--- config.mk ---
export PLATFORM = sky130hd
export DESIGN_NAME = lz4d_outq
export DESIGN_NICKNAME = d
export VERILOG_FILES = /design/src/hw/rtl/lz4d_pkg.sv /design/src/hw/rtl/lz4d_outq.sv
export SDC_FILE = /design/constraint.sdc
export NUM_CORES = 1
export LEC_CHECK = 0
export ABC_CLOCK_PERIOD_IN_PS = 5300
export BUFFER_PORTS_ARGS = -buffer_cell sky130_fd_sc_hd__buf_2
export CORE_UTILIZATION = 40
export CTS_CLUSTER_DIAMETER = 100
export DETAILED_ROUTE_END_ITERATION = 12
export SYNTH_ARGS = -nofsm -noshare
export SYNTH_HDL_FRONTEND = slang
export SYNTH_SLANG_ARGS = --single-unit
--- constraint.sdc ---
create_clock -name clk -period 5.3 [get_ports clk]
set_input_delay 0.53 -clock clk [delete_from_list [all_inputs] [get_ports clk]]
set_output_delay 0.53 -clock clk [all_outputs]
set_load 0.005 [all_outputs]
--- src/hw/rtl/lz4d_pkg.sv ---
// Shared types and constants of the LZ4 block decompressor.
`default_nettype none

package lz4d_pkg;

  // default sizes of the history window and of the byte counters
  localparam int WINDOW_BYTES_DEF = 65536;
  localparam int COUNT_BITS_DEF   = 30;

  // fixed field widths, register bit, queue depth and minimum match length
  localparam int SIZE_W    = 30;
  localparam int PADDR_W   = 3;
  localparam int PDATA_W   = 32;
  localparam int REG_BIT   = 2;
  localparam int Q_DEPTH   = 3;
  localparam int MATCH_MIN = 4;

  // register index, as seen on paddr[REG_BIT]
  localparam logic REG_EXPECTED_SIZE = 1'b0;

  // action codes
  localparam logic [1:0] ACT_BYTE = 2'd0;
  localparam logic [1:0] ACT_TICK = 2'd1;
  localparam logic [1:0] ACT_END  = 2'd2;

  // error codes
  localparam logic [2:0] ERR_OK          = 3'd0;
  localparam logic [2:0] ERR_TRUNC_LIT   = 3'd1;
  localparam logic [2:0] ERR_LIT_RANGE   = 3'd2;
  localparam logic [2:0] ERR_TRUNC_OFF   = 3'd3;
  localparam logic [2:0] ERR_BAD_OFF     = 3'd4;
  localparam logic [2:0] ERR_TRUNC_MATCH = 3'd5;
  localparam logic [2:0] ERR_MATCH_RANGE = 3'd6;
  localparam logic [2:0] ERR_SIZE        = 3'd7;

  // token and length-byte constants
  localparam logic [3:0] NIB_EXT  = 4'hf;
  localparam logic [7:0] BYTE_EXT = 8'hff;

  typedef struct packed {
    logic [1:0] action;
    logic [7:0] in_byte;
  } in_item_t;

  typedef struct packed {
    logic       accepted;
    logic       out_valid;
    logic [7:0] out_byte;
    logic       copy_pending;
    logic       done_res;
    logic [2:0] error_code;
  } out_item_t;

  // parser to history stage control
  typedef struct packed {
    logic fire;
    logic wr_en;
    logic rd_en;
    logic from_hist;
  } hist_ctl_t;

endpackage

`default_nettype wire

--- src/hw/rtl/lz4d_outq.sv ---
// Small result queue between the history stage and the output channel.
`default_nettype none

module lz4d_outq (
  input  logic                                  clk,
  input  logic                                  rst_n,
  input  logic                                  push,
  input  lz4d_pkg::out_item_t                   push_item,
  output logic [$clog2(lz4d_pkg::Q_DEPTH+1)-1:0] count,
  output logic                                  valid,
  output lz4d_pkg::out_item_t                   head,
  input  logic                                  ready
);

  import lz4d_pkg::*;

  localparam int PW = $clog2(Q_DEPTH);
  localparam int NW = $clog2(Q_DEPTH + 1);

  out_item_t     ent_r [Q_DEPTH];
  logic [PW-1:0] wr_ptr_r, wr_ptr_nxt;
  logic [PW-1:0] rd_ptr_r, rd_ptr_nxt;
  logic [NW-1:0] count_r, count_nxt;
  logic          pop;

  assign valid = count_r != '0;
  assign head  = ent_r[rd_ptr_r];
  assign count = count_r;
  assign pop   = valid & ready;

  // pointer and fill count update
  always_comb begin
    wr_ptr_nxt = wr_ptr_r;
    rd_ptr_nxt = rd_ptr_r;
    count_nxt  = count_r;
    if (push) begin
      wr_ptr_nxt = (wr_ptr_r == PW'(Q_DEPTH - 1)) ? '0 : wr_ptr_r + PW'(1);
    end
    if (pop) begin
      rd_ptr_nxt = (rd_ptr_r == PW'(Q_DEPTH - 1)) ? '0 : rd_ptr_r + PW'(1);
    end
    if (push && !pop) begin
      count_nxt = count_r + NW'(1);
    end else if (pop && !push) begin
      count_nxt = count_r - NW'(1);
    end
  end

  always_ff @(posedge clk) begin
    if (!rst_n) begin
      wr_ptr_r <= '0;
      rd_ptr_r <= '0;
      count_r  <= '0;
    end else begin
      wr_ptr_r <= wr_ptr_nxt;
      rd_ptr_r <= rd_ptr_nxt;
      count_r  <= count_nxt;
    end
  end

  always_ff @(posedge clk) begin
    if (push) begin
      ent_r[wr_ptr_r] <= push_item;
    end
  end

endmodule

`default_nettype wire

==> results.tsv, run 1 <==
metric	value	unit
Setup TNS Final	0	ps
Synth Warn #	0	
vias in the first global route	1091	
Slew Viols, Final	0	
Residual DRC	0	
TritonCTS clock tree	yes	
kind of critical path	flip-flop to output port	
Startpoint Class	flip-flop	
Slew HR	40.20	%
ys flop type	edfxtp_1	
Nets	188	
final worst path period need	2269	ps
reg2reg path depth	3	
setup violators final	0	
CP Buf/Inv Count	1	
crit path DAT	1740	ps
Slew @ Worst Pin	895.8	ps
first-pass GRT wire length	5078	um
Worst Setup Slack, final	3031	ps
hpwl dp	2114	um
Data required, critical path	4770	ps
WL/cell	13.14	um
RSZ-0062 raised after global routing	no	
Vias	1104	
ant diodes	0	
Die Wd	72.26	um
clock sink count	53	
Crit path largest cell delay	920	ps
die height	72.26	um
GR Overflow Total	0	
GP Congestion	0.6901	
Max-Cap Viols	0	
dpl ws	3296	ps
Initial Utilization	41.80	%
VDD IR max	0.2097	mV
Synthesized Nets	147	
CTS Hold Buffers Added	0	
Worst R2R Setup Slack	3650	ps
Leak	0.8271	nW
Detailed Route Iter0 Violations	58	
Root Buffer	clkbuf_8	
TritonCTS buffer count	5	
mean post-synth cell area	15.55	um^2
I/O pins	37	
H-tree depth	2	
register area share after synthesis	76.55	%
Post-synth EDFFs	45	
Initial DRT Pass Iterations	4	
outcome	finished, final reports clean	
largest net degree at the start of global routing	31	
hold path startpoint	push_item[13]	
initial antenna violation count	0	
post-route clock period utilization	42.82	%
Routed WL	3100	um
RR Endpoint	ent_r[1][14]	
hold crit path type	primary input to flip-flop	
clk_lat worst skew	300	ps
post-synth cell types	22	
delay-heaviest family, CP	flip-flops	
worst path cell trace	mux2i_1, o21ai_1, buf_2	
Final ANT Viol Nets	0	
final hold vios	0	
clock buffer depth	2	
fmax	0.4407	GHz
GR Util All Layers	13.11	%
ratio of cells with drive above 1 in the final layout	28.99	%
postcts setup bufs	0	
worst r2r src	wr_ptr_r[0]	
I/O Buffers	36	
drt via density	4.678	
CTS resizes	0	
Hold Path Depth	1	
Slowest-stage cell, CP	dfxtp_1	
DIE AREA	5221	um^2
WHS Endpoint	ent_r[1][13]	
Worst path depth	3	
Pwr Density	408.7	nW/um^2
core area	4723	um^2
synthesis-stage register bit count	53	
Clock transition at path regs	90	ps
Synth async-reset ratio	0	%
Worst Setup End Kind	output port	
Synth Instances	127	
peak fanout along the critical path	15	
Mapped Area	1974	um^2
Post-Route Skew	10.97	ps
Layout Area Growth over Synthesis	19.65	%
Rows	25	
-- cells in the final DEF, fill, tap and decap left out --
cell type / instances
buf_4: 3
dfxtp_1: 8
a21boi_1: 3
o21ai_0: 6
nor2_1: 2
bufinv_16: 1
o21ai_2: 1
or3_1: 2
or3b_1: 1
nor3b_2: 1
nor2b_1: 2
o21ai_1: 10
or2_1: 1
edfxtp_1: 45
nand2_1: 19
and2_1: 1
clkbuf_8: 6
clkinvlp_4: 1
mux2i_1: 15
xor2_1: 1
xnor2_1: 1
buf_2: 36
ha_1: 1
o21a_1: 2
-- worst max path at each step --
stage                         start     endpoint  slack [ps]
after CTS                 flip-flop      head[1]        2970
after global placement    flip-flop      head[1]        3330
after global routing      flip-flop      head[4]        2880
final                     flip-flop      head[6]        3030
after floorplan                push  ent_r[0][0]        3140
after detailed placement  flip-flop      head[1]        3300
-- registers in the layout, summed over array words and instances, names as in the netlist, named ones only --
name / count
ent_r: 45
wr_ptr_r: 2
count: 2
rd_ptr_r: 2
-- final cells by class --
type	count	area [um^2]
Clock buffer	6	82.58
Clock inverter	2	37.54
Fill cell	405	2361
Multi-Input combinational cell	69	444.2
Sequential cell	53	1511
Tap cell	67	83.83
Timing Repair Buffer	39	202.7
-- logic make-up (layout without fill, tap and decap cells) --
kind of cell / Yosys count / after routing / share of synthesized area [%]
AOI/OAI and AO/OA: 22 / 22 / 6.400
DFF: 53 / 53 / 76.55
buffers and inverters: 5 / 47 / 1.204
xor gates and xnor gates: 2 / 2 / 0.8874
and+or+nand+nor: 29 / 29 / 6.718
muxes: 15 / 15 / 7.604
adders and majority gates: 1 / 1 / 0.6336
-- per-layer routing --
metal / up-vias / wire length, um / global-route usage, % / part of all wire, %
li1: 550 / - / - / -
met1: 524 / 1371 / 16.09 / 44
met2: 25 / 1547 / 22.22 / 50
met3: 5 / 146 / 3.750 / 4.7
met4: 0 / 34 / 4.575 / 1.1
met5: - / 0 / 0 / 0
-- power by group --
group	total, mW	internal [mW]	switching, mW
registers	0.526	0.484	0.0425
logic	0.162	0.0929	0.0688
clock network	0.278	0.154	0.124
total	0.965	0.730	0.235
-- cells in the mapped netlist (2+ instances only) --
cell type / number / area share (%)
a21boi_1: 3 / 1.1
dfxtp_1: 8 / 8.1
o21ai_0: 6 / 1.5
o21a_1: 2 / 0.76
clkbuf_1: 3 / 0.57
mux2i_1: 15 / 7.6
nor2_1: 2 / 0.38
o21ai_1: 10 / 2.5
nand2_1: 19 / 3.6
edfxtp_1: 45 / 68
or3_1: 2 / 0.63
nor2b_1: 2 / 0.63
-- through the flow --
stage | area (um^2) | cells | power [mW] | util, % | hold slack (ps)
global route | 2362 | 236 | 1.014 | 50.01 | 412.5
finish | 2362 | 236 | 0.9654 | 50.01 | 431.2
floorplan | 1974 | 127 | 0.6283 | - | 450.5
CTS | 2362 | 236 | 0.9738 | 50.01 | 425.8
global placement | 2242 | 228 | 0.6943 | 47.47 | 459.9
detailed placement | 2242 | 228 | 0.7026 | 47.47 | 477.5
No activity file was read; power rests on OpenSTA's default activity.
==> run 2, diff against run 1 <==
Settings changed: ABC_CLOCK_PERIOD_IN_PS 5300 to 2200.
Clock period 5.3 ns to 2.2 ns, I/O delays scaled along.
==> run 2 against run 1 <==
Against the previous run: via count up 3.1%; clock-buffer cell count fell by 1; global-route usage rose by 0.57 points; register-to-register slack worse by 3000 ps; combinational power rose to 2.9 times the previous value; worst hold slack worse by 330 ps; power grew 140%; clock skew down 1.7 ps; routed wire length grew 4.8%; critical path type unchanged; largest power group unchanged; highest routed layer unchanged.
==> results.tsv, run 2 (same netlist as run 1, synthesis figures left out) <==
metric	value	unit
outcome	finished, final reports clean	
WL/cell	13.48	um
Residual DRC	0	
Clock transition at path regs	90	ps
Post-Route Skew	9.245	ps
Slew Viols, Final	0	
vias in the first global route	1098	
initial antenna violation count	0	
DIE AREA	5221	um^2
I/O Buffers	36	
commonest non-fill, non-tap cells in the layout	edfxtp_1, buf_2, nand2_1	
RR Endpoint	count[1]	
Worst R2R Setup Slack	690	ps
post-route clock period utilization	72.05	%
Worst Setup End Kind	output port	
Data required, critical path	1980	ps
Biggest register	ent_r	
GR Util All Layers	13.68	%
drt via density	4.722	
Slew HR	80.84	%
peak fanout along the critical path	15	
Hold WS	104.5	ps
total power	2.307	mW
hold crit path type	primary input to flip-flop	
CTS Hold Buffers Added	0	
Vias	1138	
Worst Setup Slack, final	614.9	ps
first-pass GRT wire length	5071	um
Root Buffer	clkbuf_8	
storage element area	1511	um^2
worst path cell trace	buf_4, mux2i_1, o21ai_1, buf_2	
Worst setup endpoint	head[4]	
dpl ws	691.0	ps
Startpoint Class	flip-flop	
GP Congestion	0.6571	
Detailed Route Iter0 Violations	63	
final hold vios	0	
crit path DAT	1370	ps
Leak	0.8480	nW
H-tree depth	2	
TritonCTS buffer count	5	
Layout Area Growth over Synthesis	21.04	%
postcts setup bufs	0	
largest net degree at the start of global routing	31	
clk_lat worst skew	310	ps
placed cell count	233	
VDD IR max	0.5128	mV
Initial Utilization	41.80	%
final worst path period need	1585	ps
final core utilization	50.60	%
multi-input logic area	444.2	um^2
setup violators final	0	
design area	2390	um^2
Hold Path Depth	1	
most common library cell in the layout ignoring fill and taps	edfxtp_1	
GR Overflow Total	0	
TritonCTS clock tree	yes	
Initial DRT Pass Iterations	3	
Rows	25	
ratio of cells with drive above 1 in the final layout	30.46	%
Area after DPL	2280	um^2
Max-Cap Viols	0	
clock buffer depth	2	
Fillers	421	
hpwl dp	2229	um
Die Wd	72.26	um
core area	4723	um^2
reg2reg path depth	4	
Cell Count, Final, Fillers Out	241	
kind of critical path	flip-flop to output port	
clock sink count	53	
Final ANT Viol Nets	0	
Routed WL	3248	um
fmax	0.6309	GHz
die height	72.26	um
I/O pins	37	
Setup TNS Final	0	ps
Nets	193	
Crit path largest cell delay	310	ps
ant diodes	0	
Slowest-stage cell, CP	dfxtp_1	
worst r2r src	count[0]	
CTS resizes	0	
Pwr Density	965.2	nW/um^2
max reg flops	45	
RSZ-0062 raised after global routing	no	
Slew @ Worst Pin	287.4	ps
==> run 2: layout make-up <==
cell class,count,share of cell area (%)
well taps,67,3.508
clock buffers,5,2.880
flip-flops and latches,53,63.25
repair buffers,44,10.05
clock inverters,3,1.728
multi-input cells,69,18.59
==> run 2: where the power goes <==
part           total, mW  leakage (nW)  internal (mW)  switching (mW)
Combinational      0.467         0.314          0.235           0.232
Clock              0.631        0.0518          0.335           0.296
Sequential          1.21         0.482           1.16          0.0440
==> run 2: worst min path at each step <==
stage	start	end	slack [ps]
detailed placement	push_item[2]	ent_r[0][2]	420
global route	push_item[2]	ent_r[2][2]	90
global placement	push_item[12]	ent_r[2][12]	420
floorplan	push_item[0]	ent_r[0][0]	320
finish	push_item[2]	ent_r[2][2]	100
CTS	push_item[2]	ent_r[1][2]	100
==> run 2: routing by layer <==
metal,wire length [um],track usage [%],share of wire [%],vias up
met5,0,0,0,-
met4,47,5.882,1.4,0
met3,139,5.139,4.3,5
met2,1635,22.64,50,25
met1,1426,15.98,44,547
li1,-,-,-,561
==> run 2: worst max-delay path: cells and delay by family, from the launching register on <==
kind | cells | cell delay (ps)
DFF | 1 | 310
muxes | 1 | 240
AOI/OAI and AO/OA | 1 | 90
buffers and inverters | 2 | 410
==> run 3, diff against run 2 <==
Settings changed: ABC_CLOCK_PERIOD_IN_PS 2200 to 1250.
Clock period 2.2 ns to 1.25 ns, I/O delays scaled along.
==> run 3 against run 2 <==
Against the previous run: the run now ends with negative setup slack left; register-to-register slack got worse by 760 ps; final area rose by 6.2%; core utilization rose by 3.1 points; routed wire length rose by 8.2%; clock-buffer cell count rose by 1; critical path type unchanged; largest cell class unchanged.
==> results.tsv, run 3 (same netlist as run 1, synthesis figures left out) <==
metric	value	unit
outcome	finished with violations	
failing checks	negative setup slack	
core area	4723	um^2
Slew HR	84.78	%
VDD IR max	1.176	mV
Slew @ Worst Pin	225.9	ps
Leak	0.9018	nW
reg2reg path depth	4	
setup violators final	16	
clock sink count	53	
Worst R2R Setup Slack	-70	ps
kind of critical path	flip-flop to output port	
Int Pwr	3.318	mW
Comb power frac	25.9	%
ant diodes	0	
I/O pins	37	
Root Buffer	clkbuf_8	
DIE AREA	5221	um^2
Routed WL	3513	um
storage element area	1520	um^2
Post-Route Skew	4.884	ps
first-pass GRT wire length	5368	um
Detailed Route Iter0 Violations	95	
most common library cell in the layout ignoring fill and taps	edfxtp_1	
Initial DRT Pass Iterations	4	
CP Buf/Inv Count	2	
Data required, critical path	1120	ps
fmax	0.7342	GHz
worst r2r src	count[0]	
WL/cell	14.22	um
final hold vios	0	
Slowest-stage cell, CP	dfxtp_4	
worst path cell trace	buf_12, mux2i_2, o21ai_1, buf_2	
H-tree depth	2	
Residual DRC	0	
vias in the first global route	1142	
initial antenna violation count	0	
Crit path largest cell delay	390	ps
Slew Viols, Final	0	
Startpoint Class	flip-flop	
Hold WS	19.29	ps
WHS Endpoint	ent_r[1][3]	
Pwr Density	1738	nW/um^2
GR Util All Layers	14.39	%
CTS Hold Buffers Added	0	
largest net degree at the start of global routing	31	
multi-input logic area	473.0	um^2
Psw	1.093	mW
Clock Power Share	25.0	%
delay-heaviest family, CP	flip-flops	
Final ANT Viol Nets	0	
Worst Setup End Kind	output port	
hold path startpoint	push_item[3]	
hold crit path type	primary input to flip-flop	
Clock transition at path regs	90	ps
Hold Path Depth	1	
RSZ-0062 raised after global routing	yes	
Nets	199	
switching share of power	24.79	%
TritonCTS clock tree	yes	
hpwl dp	2312	um
drt via density	4.721	
Initial Utilization	41.80	%
clock buffer depth	2	
final worst path period need	1362	ps
final core utilization	53.72	%
Biggest register	ent_r	
Die Wd	72.26	um
Fillers	405	
peak fanout along the critical path	8	
max reg flops	45	
Layout Area Growth over Synthesis	28.52	%
Rows	25	
Vias	1166	
crit path DAT	1240	ps
dpl ws	-98.84	ps
TritonCTS buffer count	5	
I/O Buffers	36	
post-route clock period utilization	109.0	%
GR Overflow Total	0	
Max-Cap Viols	0	
clk_lat worst skew	300	ps
RR Endpoint	count[1]	
commonest non-fill, non-tap cells in the layout	edfxtp_1, buf_2, nand2_1	
Seq pwr share	49.1	%
GP Congestion	0.6705	
die height	72.26	um
ratio of cells with drive above 1 in the final layout	36.11	%
Worst Setup Slack, final	-112.0	ps
## run 3: cell type report
cell class              instances  share of cell area, %
flip-flops and latches         53                  59.91
clock inverters                 2                  1.331
well taps                      67                  3.304
clock buffers                   6                  2.860
multi-input cells              69                  18.64
repair buffers                 50                  13.95
## run 3: repair_timing
action | CTS | global route
pin swaps | 2 | 5
setup endpoints to repair | 18 | 18
cloned | 1 | 0
setup buffers | 1 | 1
resized for setup | 6 | 5
## run 3: worst max path at each step
stage                start  depth (start not counted)  slack, ps           to
2_1_floorplan  wr_ptr_r[1]                          1       -180  ent_r[0][0]
3_3_place_gp      count[1]                          4         20     count[1]
3_5_place_dp      count[1]                          4       -100     count[1]
4_1_cts          flip-flop                          4       -140      head[1]
5_1_grt          flip-flop                          4       -180      head[4]
6_report         flip-flop                          4       -110      head[4]
## run 3: through the flow
step                      power, mW  instances  TNS (ps)  area, um^2
after global routing          4.616        247     -2395        2537
after global placement        3.084        236         0        2347
after detailed placement      3.137        236    -114.8        2347
after CTS                     4.379        246     -1880        2500
after floorplan               2.674        127     -2935        1987
final                         4.411        247     -1408        2537
## run 3: metal layers
metal | wire [um] | global-route usage [%] | vias up
li1 | - | - | 572
met1 | 1494 | 17.15 | 558
met2 | 1776 | 24.20 | 29
met3 | 167 | 3.333 | 7
met4 | 74 | 7.843 | 0
met5 | 0 | 0 | -
## run 3: worst register-to-register path, stage by stage (launching register included)
cell      delay (ps)
dfxtp_2          350
o21ai_4          170
ha_4             220
or3_1            360
a21boi_1         140
## run 3: power groups by stage
stage	Combinational (mW)	Clock [mW]	Sequential, mW
3_5_place_dp	0.969	0	2.17
5_1_grt	1.25	1.19	2.18
2_1_floorplan	0.508	0	2.17
6_report	1.14	1.10	2.17
3_3_place_gp	0.927	0	2.16
4_1_cts	1.09	1.14	2.15
