$ cat src/hw/rtl/lz4d_pkg.sv
// Shared types and constants of the LZ4 block decompressor.
`default_nettype none

package lz4d_pkg;

  // default sizes of the history window and of the byte counters
  localparam int WINDOW_BYTES_DEF = 65536;
  localparam int COUNT_BITS_DEF   = 30;

  // fixed field widths, register bit, queue depth and minimum match length
  localparam int SIZE_W    = 30;
  localparam int PADDR_W   = 3;
  localparam int PDATA_W   = 32;
  localparam int REG_BIT   = 2;
  localparam int Q_DEPTH   = 3;
  localparam int MATCH_MIN = 4;

  // register index, as seen on paddr[REG_BIT]
  localparam logic REG_EXPECTED_SIZE = 1'b0;

  // action codes
  localparam logic [1:0] ACT_BYTE = 2'd0;
  localparam logic [1:0] ACT_TICK = 2'd1;
  localparam logic [1:0] ACT_END  = 2'd2;

  // error codes
  localparam logic [2:0] ERR_OK          = 3'd0;
  localparam logic [2:0] ERR_TRUNC_LIT   = 3'd1;
  localparam logic [2:0] ERR_LIT_RANGE   = 3'd2;
  localparam logic [2:0] ERR_TRUNC_OFF   = 3'd3;
  localparam logic [2:0] ERR_BAD_OFF     = 3'd4;
  localparam logic [2:0] ERR_TRUNC_MATCH = 3'd5;
  localparam logic [2:0] ERR_MATCH_RANGE = 3'd6;
  localparam logic [2:0] ERR_SIZE        = 3'd7;

  // token and length-byte constants
  localparam logic [3:0] NIB_EXT  = 4'hf;
  localparam logic [7:0] BYTE_EXT = 8'hff;

  typedef struct packed {
    logic [1:0] action;
    logic [7:0] in_byte;
  } in_item_t;

  typedef struct packed {
    logic       accepted;
    logic       out_valid;
    logic [7:0] out_byte;
    logic       copy_pending;
    logic       done_res;
    logic [2:0] error_code;
  } out_item_t;

  // parser to history stage control
  typedef struct packed {
    logic fire;
    logic wr_en;
    logic rd_en;
    logic from_hist;
  } hist_ctl_t;

endpackage

`default_nettype wire

$ cat src/hw/rtl/lz4d_parser.sv
// Sequence parser: token, lengths, literals, offset and match countdown.
`default_nettype none

module lz4d_parser #(
  parameter int WINDOW_BYTES = lz4d_pkg::WINDOW_BYTES_DEF,
  parameter int COUNT_BITS   = lz4d_pkg::COUNT_BITS_DEF
) (
  input  logic                            clk,
  input  logic                            rst_n,
  input  logic                            fire,
  input  lz4d_pkg::in_item_t              item,
  input  logic [lz4d_pkg::SIZE_W-1:0]     expected_size,
  output lz4d_pkg::hist_ctl_t             ctl,
  output logic [$clog2(WINDOW_BYTES)-1:0] wr_addr,
  output logic [$clog2(WINDOW_BYTES)-1:0] rd_addr,
  output lz4d_pkg::out_item_t             res
);

  import lz4d_pkg::*;

  localparam int AW = $clog2(WINDOW_BYTES);
  localparam int CW = COUNT_BITS;
  localparam int MW = (CW > AW) ? CW : AW;
  localparam int SW = ((CW > SIZE_W) ? CW : SIZE_W) + 1;

  typedef enum logic [2:0] {
    PH_TOKEN,
    PH_LITEXT,
    PH_LITS,
    PH_OFFLO,
    PH_OFFHI,
    PH_MEXT,
    PH_COPY,
    PH_DONE
  } phase_t;

  phase_t        phase_r, phase_nxt;
  logic [3:0]    nibble_r, nibble_nxt;
  logic [CW-1:0] run_r, run_nxt;
  logic [15:0]   offset_r, offset_nxt;
  logic [CW-1:0] count_r, count_nxt;
  logic [2:0]    err_r, err_nxt;
  logic [MW-1:0] count_wide;

  // saturating add of a byte to a counter
  function automatic logic [CW-1:0] sat_add(input logic [CW-1:0] a, input logic [7:0] b);
    logic [CW:0] s;
    s = {1'b0, a} + (CW+1)'(b);
    sat_add = s[CW] ? '1 : s[CW-1:0];
  endfunction

  // run would carry the output beyond the expected size
  function automatic logic too_big(input logic [CW-1:0] oc, input logic [CW-1:0] run,
                                   input logic [SIZE_W-1:0] lim);
    logic [SW-1:0] t;
    t = SW'(oc) + SW'(run);
    too_big = t > SW'(lim);
  endfunction

  // next state and result of one item
  always_comb begin
    logic [CW-1:0] r;
    logic [CW-1:0] run_dec;
    logic [15:0]   o;
    r          = '0;
    o          = '0;
    run_dec    = run_r - CW'(1);
    phase_nxt  = phase_r;
    nibble_nxt = nibble_r;
    run_nxt    = run_r;
    offset_nxt = offset_r;
    count_nxt  = count_r;
    err_nxt    = err_r;
    res        = '0;
    ctl        = '0;
    ctl.fire   = fire;
    if (fire) begin
      case (item.action)
        ACT_BYTE: begin
          if (err_r != ERR_OK || phase_r == PH_DONE) begin
            res.accepted = 1'b1;
          end else if (phase_r != PH_COPY) begin
            res.accepted = 1'b1;
            case (phase_r)
              PH_TOKEN: begin
                nibble_nxt = item.in_byte[3:0];
                r          = CW'(item.in_byte[7:4]);
                run_nxt    = r;
                if (item.in_byte[7:4] == NIB_EXT) begin
                  phase_nxt = PH_LITEXT;
                end else if (too_big(count_r, r, expected_size)) begin
                  err_nxt = ERR_LIT_RANGE;
                end else begin
                  phase_nxt = (r != '0) ? PH_LITS : PH_OFFLO;
                end
              end
              PH_LITEXT: begin
                r       = sat_add(run_r, item.in_byte);
                run_nxt = r;
                if (item.in_byte != BYTE_EXT) begin
                  if (too_big(count_r, r, expected_size)) begin
                    err_nxt = ERR_LIT_RANGE;
                  end else begin
                    phase_nxt = (r != '0) ? PH_LITS : PH_OFFLO;
                  end
                end
              end
              PH_LITS: begin
                ctl.wr_en     = 1'b1;
                res.out_valid = 1'b1;
                res.out_byte  = item.in_byte;
                count_nxt     = sat_add(count_r, 8'd1);
                run_nxt       = run_dec;
                if (run_dec == '0) begin
                  phase_nxt = PH_OFFLO;
                end
              end
              PH_OFFLO: begin
                offset_nxt = {8'h00, item.in_byte};
                phase_nxt  = PH_OFFHI;
              end
              PH_OFFHI: begin
                o          = {item.in_byte, offset_r[7:0]};
                offset_nxt = o;
                if (o == '0 || CW'(o) > count_r) begin
                  err_nxt = ERR_BAD_OFF;
                end else if (nibble_r == NIB_EXT) begin
                  run_nxt   = CW'(nibble_r);
                  phase_nxt = PH_MEXT;
                end else begin
                  r       = CW'(nibble_r) + CW'(MATCH_MIN);
                  run_nxt = r;
                  if (too_big(count_r, r, expected_size)) begin
                    err_nxt = ERR_MATCH_RANGE;
                  end else begin
                    phase_nxt = PH_COPY;
                  end
                end
              end
              PH_MEXT: begin
                r = sat_add(run_r, item.in_byte);
                if (item.in_byte != BYTE_EXT) begin
                  r = sat_add(r, 8'(MATCH_MIN));
                  if (too_big(count_r, r, expected_size)) begin
                    err_nxt = ERR_MATCH_RANGE;
                  end else begin
                    phase_nxt = PH_COPY;
                  end
                end
                run_nxt = r;
              end
              default: begin
              end
            endcase
          end
        end
        ACT_TICK: begin
          // one match byte read back from the history
          if (err_r == ERR_OK && phase_r == PH_COPY) begin
            res.accepted  = 1'b1;
            res.out_valid = 1'b1;
            ctl.rd_en     = 1'b1;
            ctl.wr_en     = 1'b1;
            ctl.from_hist = 1'b1;
            count_nxt     = sat_add(count_r, 8'd1);
            run_nxt       = run_dec;
            if (run_dec == '0) begin
              phase_nxt = PH_TOKEN;
            end
          end
        end
        ACT_END: begin
          if (err_r != ERR_OK || phase_r != PH_COPY) begin
            res.accepted = 1'b1;
            res.done_res = 1'b1;
            if (err_r == ERR_OK) begin
              case (phase_r)
                PH_LITEXT: err_nxt = ERR_TRUNC_LIT;
                PH_LITS:   err_nxt = ERR_LIT_RANGE;
                PH_OFFHI:  err_nxt = ERR_TRUNC_OFF;
                PH_MEXT:   err_nxt = ERR_TRUNC_MATCH;
                PH_TOKEN, PH_OFFLO: begin
                  if (SW'(count_r) != SW'(expected_size)) begin
                    err_nxt = ERR_SIZE;
                  end
                end
                default: begin
                end
              endcase
            end
            phase_nxt = PH_DONE;
          end
        end
        default: begin
        end
      endcase
    end
    res.copy_pending = (err_nxt == ERR_OK) && (phase_nxt == PH_COPY);
    res.error_code   = err_nxt;
  end

  // history addresses: write at the output count, read one offset behind
  assign count_wide = MW'(count_r);
  assign wr_addr    = count_wide[AW-1:0];
  assign rd_addr    = count_wide[AW-1:0] - AW'(offset_r);

  always_ff @(posedge clk) begin
    if (!rst_n) begin
      phase_r  <= PH_TOKEN;
      nibble_r <= '0;
      run_r    <= '0;
      offset_r <= '0;
      count_r  <= '0;
      err_r    <= ERR_OK;
    end else begin
      phase_r  <= phase_nxt;
      nibble_r <= nibble_nxt;
      run_r    <= run_nxt;
      offset_r <= offset_nxt;
      count_r  <= count_nxt;
      err_r    <= err_nxt;
    end
  end

endmodule

`default_nettype wire

$ cat config.mk
export PLATFORM = sky130hd
export DESIGN_NAME = lz4d_parser
export DESIGN_NICKNAME = d
export VERILOG_FILES = /design/src/hw/rtl/lz4d_pkg.sv /design/src/hw/rtl/lz4d_parser.sv
export SDC_FILE = /design/constraint.sdc
export NUM_CORES = 1
export LEC_CHECK = 0
export BUFFER_PORTS_ARGS = -buffer_cell sky130_fd_sc_hd__buf_2
export CAP_MARGIN = 40
export CORE_ASPECT_RATIO = 2
export CORE_UTILIZATION = 35
export DETAILED_ROUTE_END_ITERATION = 6
export HOLD_SLACK_MARGIN = 0.05
export PLACE_DENSITY = 0.61
export SETUP_SLACK_MARGIN = 0.15
export SYNTH_ARGS = -nofsm -noshare
export SYNTH_HDL_FRONTEND = slang
export SYNTH_SLANG_ARGS = --single-unit
$ cat constraint.sdc
create_clock -name clk -period 12.6 [get_ports clk]
set_input_delay 2.52 -clock clk [delete_from_list [all_inputs] [get_ports clk]]
set_output_delay 2.52 -clock clk [all_outputs]
set_load 0.05 [all_outputs]
==> results.sh, run 1 <==
export IMPL_holdCritPathClass="reg2reg"
export IMPL_maxCapViolations=0
export IMPL_die_x_um=157
export IMPL_worst_path_max_delay_cell="fa_2"
export IMPL_grt_ovfl_total=0
export IMPL_pwr_share_seq_pct=24.5
export IMPL_syn_nets=2673
export IMPL_setup_slack_ps=166
export IMPL_finalNetCount=2920
export IMPL_dp_hpwl_um=67100
export IMPL_post_route_period_util_pct=98.7
export IMPL_switchingPower_mw=0.538
export IMPL_port_buffers=93
export IMPL_avgSynthCellArea_um2=7.05
export IMPL_cts_buffers_inserted=9
export IMPL_drt_iter0_drc=1453
export IMPL_p_int_mw=0.660
export IMPL_grt_usage_pct=33.7
export IMPL_dp_cells=3227
export IMPL_rsz0062_at_grt="true"
export IMPL_htreeDepth=3
export IMPL_layout_common_cells="262 x buf_4, 225 x ha_1, 197 x nand2_1, 197 x nor2_1, 179 x a21oi_1"
export IMPL_cp_common_cell="o21a_1"
export IMPL_slew_headroom_pct=36.1
export IMPL_cts_max_path_buffers=2
export IMPL_endpoint_kind="output port"
export IMPL_die_h_um=312
export IMPL_dieArea_um2=49000
export IMPL_num_rows=113
export IMPL_avgRoutedWirePerCell_um=25.5
export IMPL_p_leak_nw=9.22
export IMPL_critPathRequiredTime_ps=10080
export IMPL_pre_cts_ws_ps=-562
export IMPL_clk_latency_ps=410
export IMPL_grt_pass1_vias=19900
export IMPL_synth_top_cell_area_share_pct=17.7
export IMPL_drive_above_1_share_pct=20.2
export IMPL_grt_max_degree=51
export IMPL_fin_tns_setup_ps=0
export IMPL_cts_tree="built"
export IMPL_pwr_density_cell_nw_per_um2=58.2
export IMPL_dr_total_vias=20100
export IMPL_dr_pass1_iters=7
export IMPL_place_gp_congestion=1.07
export IMPL_max_freq_mhz=80.4
export IMPL_ant_nets=0
export IMPL_path_max_fanout=7
export IMPL_cts_root_buf="clkbuf_16"
export IMPL_synth_edf_count=0
export IMPL_synth_flop_cell="dfxtp_1"
export IMPL_avgViaCountPerCell=6.14
export IMPL_startpoint_type="input pin"
export IMPL_p_clk_share_pct=24.2
export IMPL_fin_cells=3270
export IMPL_path_clk_slew_ps=70
export IMPL_core_area_um2=47500
export IMPL_start_util_pct=35.4
export IMPL_ios=94
export IMPL_worstMarginPinSlew_ps=955
export IMPL_final_min_clock_period_ps=12430
export IMPL_status="complete, but fails checks"
export IMPL_antenna_found_initial=0
export IMPL_drc=4
export IMPL_comb_power_share_pct=51.2
export IMPL_max_stage_delay_ps=370
export IMPL_fin_area_um2=20600
export IMPL_path_class="in2out"
export IMPL_synth_area_leaders="ha_1 18%, dfxtp_1 10%, xnor2_1 8.3%, a21oi_1 5.6%, nand2_1 4.5%"
export IMPL_violations="DRC"
export IMPL_clock_sinks=86
export IMPL_hold_slack_ps=503
export IMPL_crit_arrival_ps=9910
export IMPL_finalHoldViolCount=0
export IMPL_syn_inst=2386
export IMPL_nFillCells=4925
export IMPL_layout_commonest_cell="buf_4"
export IMPL_ys_ff_latch=86
export IMPL_yosysWarnings=0
export IMPL_wl_um=83500
export IMPL_final_setup_viol_count=0
export IMPL_n_antenna_cell=0
export IMPL_synth_top_cell_by_area="ha_1"
export IMPL_p_sw_share_pct=44.9
export IMPL_grt_pass1_wl_um=121000
export IMPL_ir_drop_mv=0.0557
export IMPL_finalPower_mw=1.20
export IMPL_place_area_um2=19500
export IMPL_maxSlewViolCount=0
export IMPL_finClkSkew_ps=20.9
export IMPL_syn_area_um2=16800
export IMPL_yosysSeqAreaShare_pct=10.2
export IMPL_postLayoutCoreUtil_pct=43.3
export IMPL_synthDistinctLibCells=89
export IMPL_ys_async_sr_fraction_pct=0
export IMPL_area_growth_pct=22.3
worst max-delay path, delay by kind of cell:
kind | cells | cell delay (ps)
xor gates and xnor gates | 1 | 130
buffers and inverters | 6 | 760
and+or+nand+nor | 12 | 1500
AOI/OAI and AO/OA | 18 | 3450
adders and majority gates | 6 | 1550
logic make-up (layout without fill, tap and decap cells):
group | Yosys count | in the layout | synth area share [%]
DFF | 86 | 86 | 10.2
adders and majority gates | 244 | 244 | 18.4
xor gates and xnor gates | 222 | 222 | 11.6
buffers and inverters | 273 | 525 | 6.82
muxes | 24 | 24 | 1.44
AOI/OAI and AO/OA | 664 | 664 | 25.5
and+or+nand+nor | 873 | 873 | 26.1
power by group through the flow:
stage | sequential, mW | clock (mW) | combinational, mW
2_1_floorplan | 0.289 | 0 | 0.343
3_3_place_gp | 0.299 | 0 | 0.545
3_5_place_dp | 0.299 | 0 | 0.556
4_1_cts | 0.293 | 0.294 | 0.567
5_1_grt | 0.295 | 0.301 | 0.653
6_report | 0.294 | 0.290 | 0.614
cells in the mapped netlist, types with 8 or more instances:
library cell  number
xor2_1            63
and2_1            20
o21ai_1            8
clkbuf_1          93
nor3_1            69
or2_2             19
nor2b_1           21
o21a_1            27
a2111oi_0          8
a21oi_1          187
dfxtp_1           86
a211oi_1          24
buf_4             22
nor4_1            45
a41oi_1            8
a22oi_1           15
buf_2             14
o21bai_1           8
ha_1             238
nand2b_1          21
a311oi_1           9
a221oi_1           8
and3_1            22
o21ai_0          142
xnor2_1          159
a21boi_0          10
mux2i_1           22
or4_1             11
a31o_2             8
or3_1             21
a31oi_1           28
a21o_1            55
o31ai_1           12
nand4_1           73
and4_1            17
o211ai_1          21
o2111ai_1          8
inv_1            133
a211o_1           13
nand3_1           93
nand2_1          204
nor2_1           203
o22ai_1           14
path summary, 6_finish.rpt:
path	start	end	slack, ps	depth (start not counted)
min	offset_r[9]	offset_r[9]	500	2
max	item[0]	res[4]	170	43
max reg2reg	run_r[22]	phase_r[0]	4330	41
min reg2reg	offset_r[9]	offset_r[9]	500	2
final cells by class:
cell class                 instances  area, µm²  area share [%]
inverter                         136        510            2.48
tap                              632        791            3.84
multi-input combinational       2027      14600            70.8
clock buffer                      11        253            1.23
sequential                        86       1720            8.36
timing repair buffer             373       2690            13.1
clock inverter                     5       42.5           0.207
timing repair:
action / in CTS / in global routing
pin swaps: 25 / 41
resized for setup: 47 / 81
buffers inserted: 8 / 17
setup endpoints to repair: 3 / 3
hold buffers: 0 / 0
registers in the layout, summed over array words and instances (netlist names):
register / count
count_r: 30
phase_r: 3
nibble_r: 4
err_r: 3
offset_r: 16
run_r: 30
layer usage:
| metal | global-route usage, % | share of wire (%) |
|---|---|---|
| met1 | 31.0 | 32 |
| met2 | 61.1 | 51 |
| met3 | 4.27 | 4.8 |
| met4 | 35.2 | 12 |
| met5 | 0 | 0 |
Note: power is estimated with default switching activity, not from simulation.
==> run 2, diff against run 1 <==
--- a/config.mk
+++ b/config.mk
@@ -5,6 +5,7 @@
 export SDC_FILE = /design/constraint.sdc
 export NUM_CORES = 1
 export LEC_CHECK = 0
+export ABC_AREA = 1
 export BUFFER_PORTS_ARGS = -buffer_cell sky130_fd_sc_hd__buf_2
 export CAP_MARGIN = 40
 export CORE_ASPECT_RATIO = 2
==> results.sh, run 2 <==
export IMPL_ys_async_sr_fraction_pct=0
export IMPL_crit_arrival_ps=9430
export IMPL_grt_usage_pct=34.8
export IMPL_synthDistinctLibCells=58
export IMPL_avgRoutedWirePerCell_um=23.5
export IMPL_startpoint_type="input pin"
export IMPL_layout_common_cells="729 x nand2_1, 377 x inv_1, 326 x nor2_1"
export IMPL_dieArea_um2=51300
export IMPL_top_regs="count_r: 30 flops, run_r: 30 flops, offset_r: 16 flops"
export IMPL_cts_tree="built"
export IMPL_core_area_um2=49900
export IMPL_num_rows=116
export IMPL_path_class="in2out"
export IMPL_synth_top_family_by_area="simple AND/OR/NAND/NOR gates"
export IMPL_drc=0
export IMPL_finalNetCount=3426
export IMPL_die_h_um=319
export IMPL_path_max_fanout=6
export IMPL_place_gp_congestion=1.05
export IMPL_pwr_density_cell_nw_per_um2=61.2
export IMPL_ios=94
export IMPL_final_min_clock_period_ps=11950
export IMPL_layout_commonest_cell="nand2_1"
export IMPL_area_growth_pct=13.7
export IMPL_maxSlewViolCount=0
export IMPL_drt_iter0_drc=1516
export IMPL_synth_adder_area_share_pct=17.6
export IMPL_synth_area_mux_share_pct=0.0568
export IMPL_ir_drop_mv=0.0557
export IMPL_p_leak_nw=10.6
export IMPL_synth_area_leaders="ha_1 17%, nand2_1 16%, dfxtp_1 9.8%, inv_1 8.0%, a21oi_1 7.6%"
export IMPL_drive_above_1_share_pct=11.5
export IMPL_grt_max_degree=52
export IMPL_max_stage_delay_ps=390
export IMPL_synthSimpleGateAreaFrac_pct=36.4
export IMPL_finClkSkew_ps=13.2
export IMPL_syn_area_um2=17600
export IMPL_dp_hpwl_um=73300
export IMPL_final_setup_viol_count=0
export IMPL_synth_edf_count=0
export IMPL_avgViaCountPerCell=5.55
export IMPL_die_x_um=161
export IMPL_synth_top_cell_area_share_pct=16.9
export IMPL_synth_top_cell_by_area="ha_1"
export IMPL_ant_nets=0
export IMPL_worst_path_max_delay_cell="ha_1"
export IMPL_yosysWarnings=0
export IMPL_setup_slack_ps=650
export IMPL_avgSynthCellArea_um2=5.92
export IMPL_path_clk_slew_ps=70
export IMPL_htreeDepth=3
export IMPL_ys_ff_latch=86
export IMPL_antenna_found_initial=2
export IMPL_yosysSeqAreaShare_pct=9.77
export IMPL_syn_nets=3264
export IMPL_worstMarginPinSlew_ps=945
export IMPL_endpoint_kind="output port"
export IMPL_dr_total_vias=21000
export IMPL_port_buffers=93
export IMPL_synth_most_common_cell="nand2_1"
export IMPL_hold_buffers=0
export IMPL_status="finished clean"
export IMPL_synth_xor_area_share_pct=8.55
export IMPL_cts_max_path_buffers=2
export IMPL_cp_common_cell="nand2_1"
export IMPL_clk_latency_ps=400
export IMPL_dr_pass1_iters=7
export IMPL_pre_cts_ws_ps=124
export IMPL_synth_commonest_cells="733 x nand2_1, 378 x inv_1, 331 x nor2_1"
export IMPL_holdCritPathClass="reg2reg"
export IMPL_cts_buffers_inserted=9
export IMPL_maxCapViolations=0
export IMPL_synth_compound_area_share_pct=16.4
export IMPL_critPathRequiredTime_ps=10080
export IMPL_wl_um=89300
export IMPL_finalPower_mw=1.23
export IMPL_fin_tns_setup_ps=0
export IMPL_cts_root_buf="clkbuf_16"
export IMPL_n_antenna_cell=0
export IMPL_post_route_period_util_pct=94.8
export IMPL_slew_headroom_pct=36.8
export IMPL_syn_inst=2977
export IMPL_start_util_pct=35.3
export IMPL_rsz0062_at_grt="false"
export IMPL_synth_flop_cell="dfxtp_1"
export IMPL_max_freq_mhz=83.7
export IMPL_grt_pass1_wl_um=130000
export IMPL_grt_pass1_vias=21300
export IMPL_grt_ovfl_total=0
export IMPL_finalHoldViolCount=0
export IMPL_clock_sinks=86
## run 2: cell count changes after synthesis, sizes merged, moves of 43 or more
| cell | previous run | this run |
|---|---|---|
| xor2 | 63 | 142 |
| nand2 | 204 | 749 |
| nor2 | 203 | 342 |
| a21oi | 187 | 267 |
| a21o | 55 | 12 |
| nand3 | 93 | 197 |
| inv | 135 | 388 |
| xnor2 | 159 | 30 |
| clkbuf | 94 | 50 |
## run 2: final timing paths
path,cells past startpoint,endpoint,slack (ps),start
max,49,res[4],650,item[3]
min reg2reg,2,offset_r[12],470,offset_r[12]
min,2,offset_r[12],470,offset_r[12]
max reg2reg,44,phase_r[0],5510,run_r[23]
## run 2: area by class of cell
cell class                 count  area, µm²
clock inverter                 6       97.6
sequential                    86       1720
tap                          649        812
fill                        5603      29900
inverter                     392       1470
multi-input combinational   2405      14000
clock buffer                  10        239
timing repair buffer         245       1650
## run 2: through the flow
stage	hold WS, ps	cells	instance area, µm²	utilization (%)
after floorplan	441	2977	17600	-
after global placement	450	3771	19600	39.2
after detailed placement	457	3771	19600	39.2
after CTS	468	3787	19900	39.9
after global routing	491	3793	20000	40.1
final	467	3793	20000	40.1
## run 2: logic make-up (layout without fill, tap and decap cells)
kind of cell | count (synthesis) | after routing
compound gates | 526 | 526
flops | 86 | 86
xor+xnor | 172 | 172
fa+ha+maj | 244 | 244
simple gates | 1462 | 1462
mux | 1 | 1
buf+inv | 486 | 653
## run 2: repair_timing
item,CTS,global route
setup endpoints to repair,1,3
pin swaps,0,3
hold endpoints to repair,0,0
gates resized for setup,2,27
buffers inserted,0,2
## run 2: critical path: cells and delay by family
family	cells	cell delay (ps)
buf+inv	6	930
compound gates	9	1430
fa+ha+maj	4	1190
xor+xnor	1	130
simple gates	29	3180
## run 2: power by group
group | leakage [nW] | total, mW | switching (mW) | internal (mW)
Combinational | 9.73 | 0.598 | 0.412 | 0.186
Clock | 0.166 | 0.329 | 0.146 | 0.183
Sequential | 0.697 | 0.299 | 0.0189 | 0.280
Total | 10.6 | 1.23 | 0.577 | 0.649
## run 2: layer usage
layer	up-vias	part of all wire, %	GRT usage (%)
li1	10100	-	-
met1	9644	32	30.5
met2	838	52	65.2
met3	424	4.9	5.46
met4	2	12	34.8
met5	-	0.019	0
==> run 3, diff against run 2 <==
--- a/config.mk
+++ b/config.mk
@@ -6,13 +6,13 @@
 export NUM_CORES = 1
 export LEC_CHECK = 0
 export ABC_AREA = 1
-export BUFFER_PORTS_ARGS = -buffer_cell sky130_fd_sc_hd__buf_2
 export CAP_MARGIN = 40
 export CORE_ASPECT_RATIO = 2
 export CORE_UTILIZATION = 35
 export DETAILED_ROUTE_END_ITERATION = 6
+export DONT_BUFFER_PORTS = 1
 export HOLD_SLACK_MARGIN = 0.05
-export PLACE_DENSITY = 0.61
+export PLACE_DENSITY = 0.6
 export SETUP_SLACK_MARGIN = 0.15
 export SYNTH_ARGS = -nofsm -noshare
 export SYNTH_HDL_FRONTEND = slang
==> constraint.sdc (replaced) <==
create_clock -name clk -period 12.6 [get_ports clk]
set_input_delay 1.89 -clock clk [delete_from_list [all_inputs] [get_ports clk]]
set_output_delay 1.89 -clock clk [all_outputs]
set_load 0.05 [all_outputs]
==> results.sh, run 3 (synthesis gave the netlist of run 2 again) <==
export IMPL_finalHoldViolCount=0
export IMPL_n_antenna_cell=0
export IMPL_post_route_period_util_pct=92.0
export IMPL_pre_cts_ws_ps=775
export IMPL_start_util_pct=35.3
export IMPL_path_class="in2out"
export IMPL_max_freq_mhz=86.3
export IMPL_grt_ovfl_total=0
export IMPL_holdCritPathClass="reg2reg"
export IMPL_maxSlewViolCount=0
export IMPL_critPathRequiredTime_ps=10710
export IMPL_finalNetCount=3242
export IMPL_avgRoutedWirePerCell_um=24.0
export IMPL_place_gp_congestion=1.05
export IMPL_crit_arrival_ps=9700
export IMPL_dr_pass1_iters=5
export IMPL_max_stage_delay_ps=460
export IMPL_layout_common_cells="733 x nand2_1, 378 x inv_1, 328 x nor2_1"
export IMPL_pwr_share_seq_pct=25.7
export IMPL_top_regs="count_r: 30 flops, run_r: 30 flops, offset_r: 16 flops"
export IMPL_dieArea_um2=51300
export IMPL_hold_buffers=0
export IMPL_drive_above_1_share_pct=5.68
export IMPL_p_sw_share_pct=48.3
export IMPL_ant_nets=0
export IMPL_p_clk_share_pct=26.9
export IMPL_worst_path_max_delay_cell="fa_1"
export IMPL_dp_hpwl_um=70800
export IMPL_path_clk_slew_ps=80
export IMPL_grt_pass1_vias=20200
export IMPL_antenna_found_initial=0
export IMPL_rsz0062_at_grt="false"
export IMPL_cts_buffers_inserted=9
export IMPL_final_min_clock_period_ps=11590
export IMPL_htreeDepth=3
export IMPL_endpoint_kind="output port"
export IMPL_cp_common_cell="nand2_1"
export IMPL_core_area_um2=49900
export IMPL_port_buffers=0
export IMPL_slew_headroom_pct=39.5
export IMPL_worstMarginPinSlew_ps=900
export IMPL_cts_max_path_buffers=2
export IMPL_p_leak_nw=9.68
export IMPL_fin_tns_setup_ps=0
export IMPL_setup_slack_ps=1010
export IMPL_path_max_fanout=25
export IMPL_finClkSkew_ps=21.3
export IMPL_grt_usage_pct=33.6
export IMPL_drt_iter0_drc=1450
export IMPL_num_rows=116
export IMPL_p_int_mw=0.597
export IMPL_die_x_um=161
export IMPL_status="finished clean"
export IMPL_ios=94
export IMPL_clock_sinks=86
export IMPL_pwr_density_cell_nw_per_um2=61.4
export IMPL_comb_power_share_pct=47.4
export IMPL_dr_total_vias=20400
export IMPL_cts_root_buf="clkbuf_16"
export IMPL_clk_latency_ps=410
export IMPL_wl_um=86700
export IMPL_die_h_um=319
export IMPL_switchingPower_mw=0.559
export IMPL_maxCapViolations=0
export IMPL_ir_drop_mv=0.0562
export IMPL_layout_commonest_cell="nand2_1"
export IMPL_cts_tree="built"
export IMPL_drc=0
export IMPL_final_setup_viol_count=0
export IMPL_startpoint_type="input pin"
export IMPL_grt_max_degree=52
export IMPL_area_growth_pct=6.76
export IMPL_avgViaCountPerCell=5.64
export IMPL_grt_pass1_wl_um=126000
run 3: cell types whose count changed in the layout (fill, tap and decap cells not counted), sizes merged:
cell,change
buf,-183
bufinv,-1
clkbuf,-1
clkinvlp,+1
run 3: power by group through the flow:
| stage | Combinational, mW | Clock [mW] | Sequential, mW |
|---|---|---|---|
| after floorplan | 0.367 | 0 | 0.291 |
| after global placement | 0.521 | 0 | 0.303 |
| after detailed placement | 0.525 | 0 | 0.302 |
| after CTS | 0.527 | 0.313 | 0.296 |
| after global routing | 0.597 | 0.322 | 0.298 |
| final | 0.548 | 0.311 | 0.297 |
run 3: path summary, 6_finish.rpt:
path | start | endpoint | slack (ps) | depth (start not counted)
setup / recovery | item[0] | res[4] | 1010 | 44
hold / removal | offset_r[12] | offset_r[12] | 470 | 2
setup reg to reg | run_r[0] | phase_r[0] | 4450 | 48
hold reg to reg | offset_r[12] | offset_r[12] | 470 | 2
run 3: area by class of cell:
cell class                 count  area, µm²
multi-input combinational   2405      14000
tap                          649        812
clock inverter                 6       75.1
sequential                    86       1720
fill                        5676      31100
timing repair buffer          61        523
clock buffer                  10        239
inverter                     392       1470
run 3: stage by stage:
stage | cell area [µm²] | cells | util [%] | hold WS [ps] | power (mW)
floorplan | 17600 | 2977 | - | 441 | 0.659
global placement | 18200 | 3566 | 36.5 | 448 | 0.824
detailed placement | 18500 | 3592 | 37.0 | 454 | 0.827
CTS | 18800 | 3608 | 37.7 | 464 | 1.14
global route | 18800 | 3609 | 37.7 | 488 | 1.22
finish | 18800 | 3609 | 37.7 | 465 | 1.16
run 3: timing repair:
item | in CTS | in global routing
setup endpoints to repair | 0 | 2
setup buffers | 0 | 0
gates resized for setup | 0 | 1
run 3: critical path, delay by kind of cell:
family / cells / cell delay (ps)
compound gates: 10 / 2160
fa+ha+maj: 4 / 1310
buf+inv: 1 / 220
simple gates: 29 / 4010
run 3: routing by layer:
metal	global-route usage [%]	vias to the layer above	wire, µm
li1	-	9797	-
met2	64.1	768	45600
met3	5.12	361	4050
met4	31.0	0	9270
met5	0	-	0
met1	29.6	9433	27800
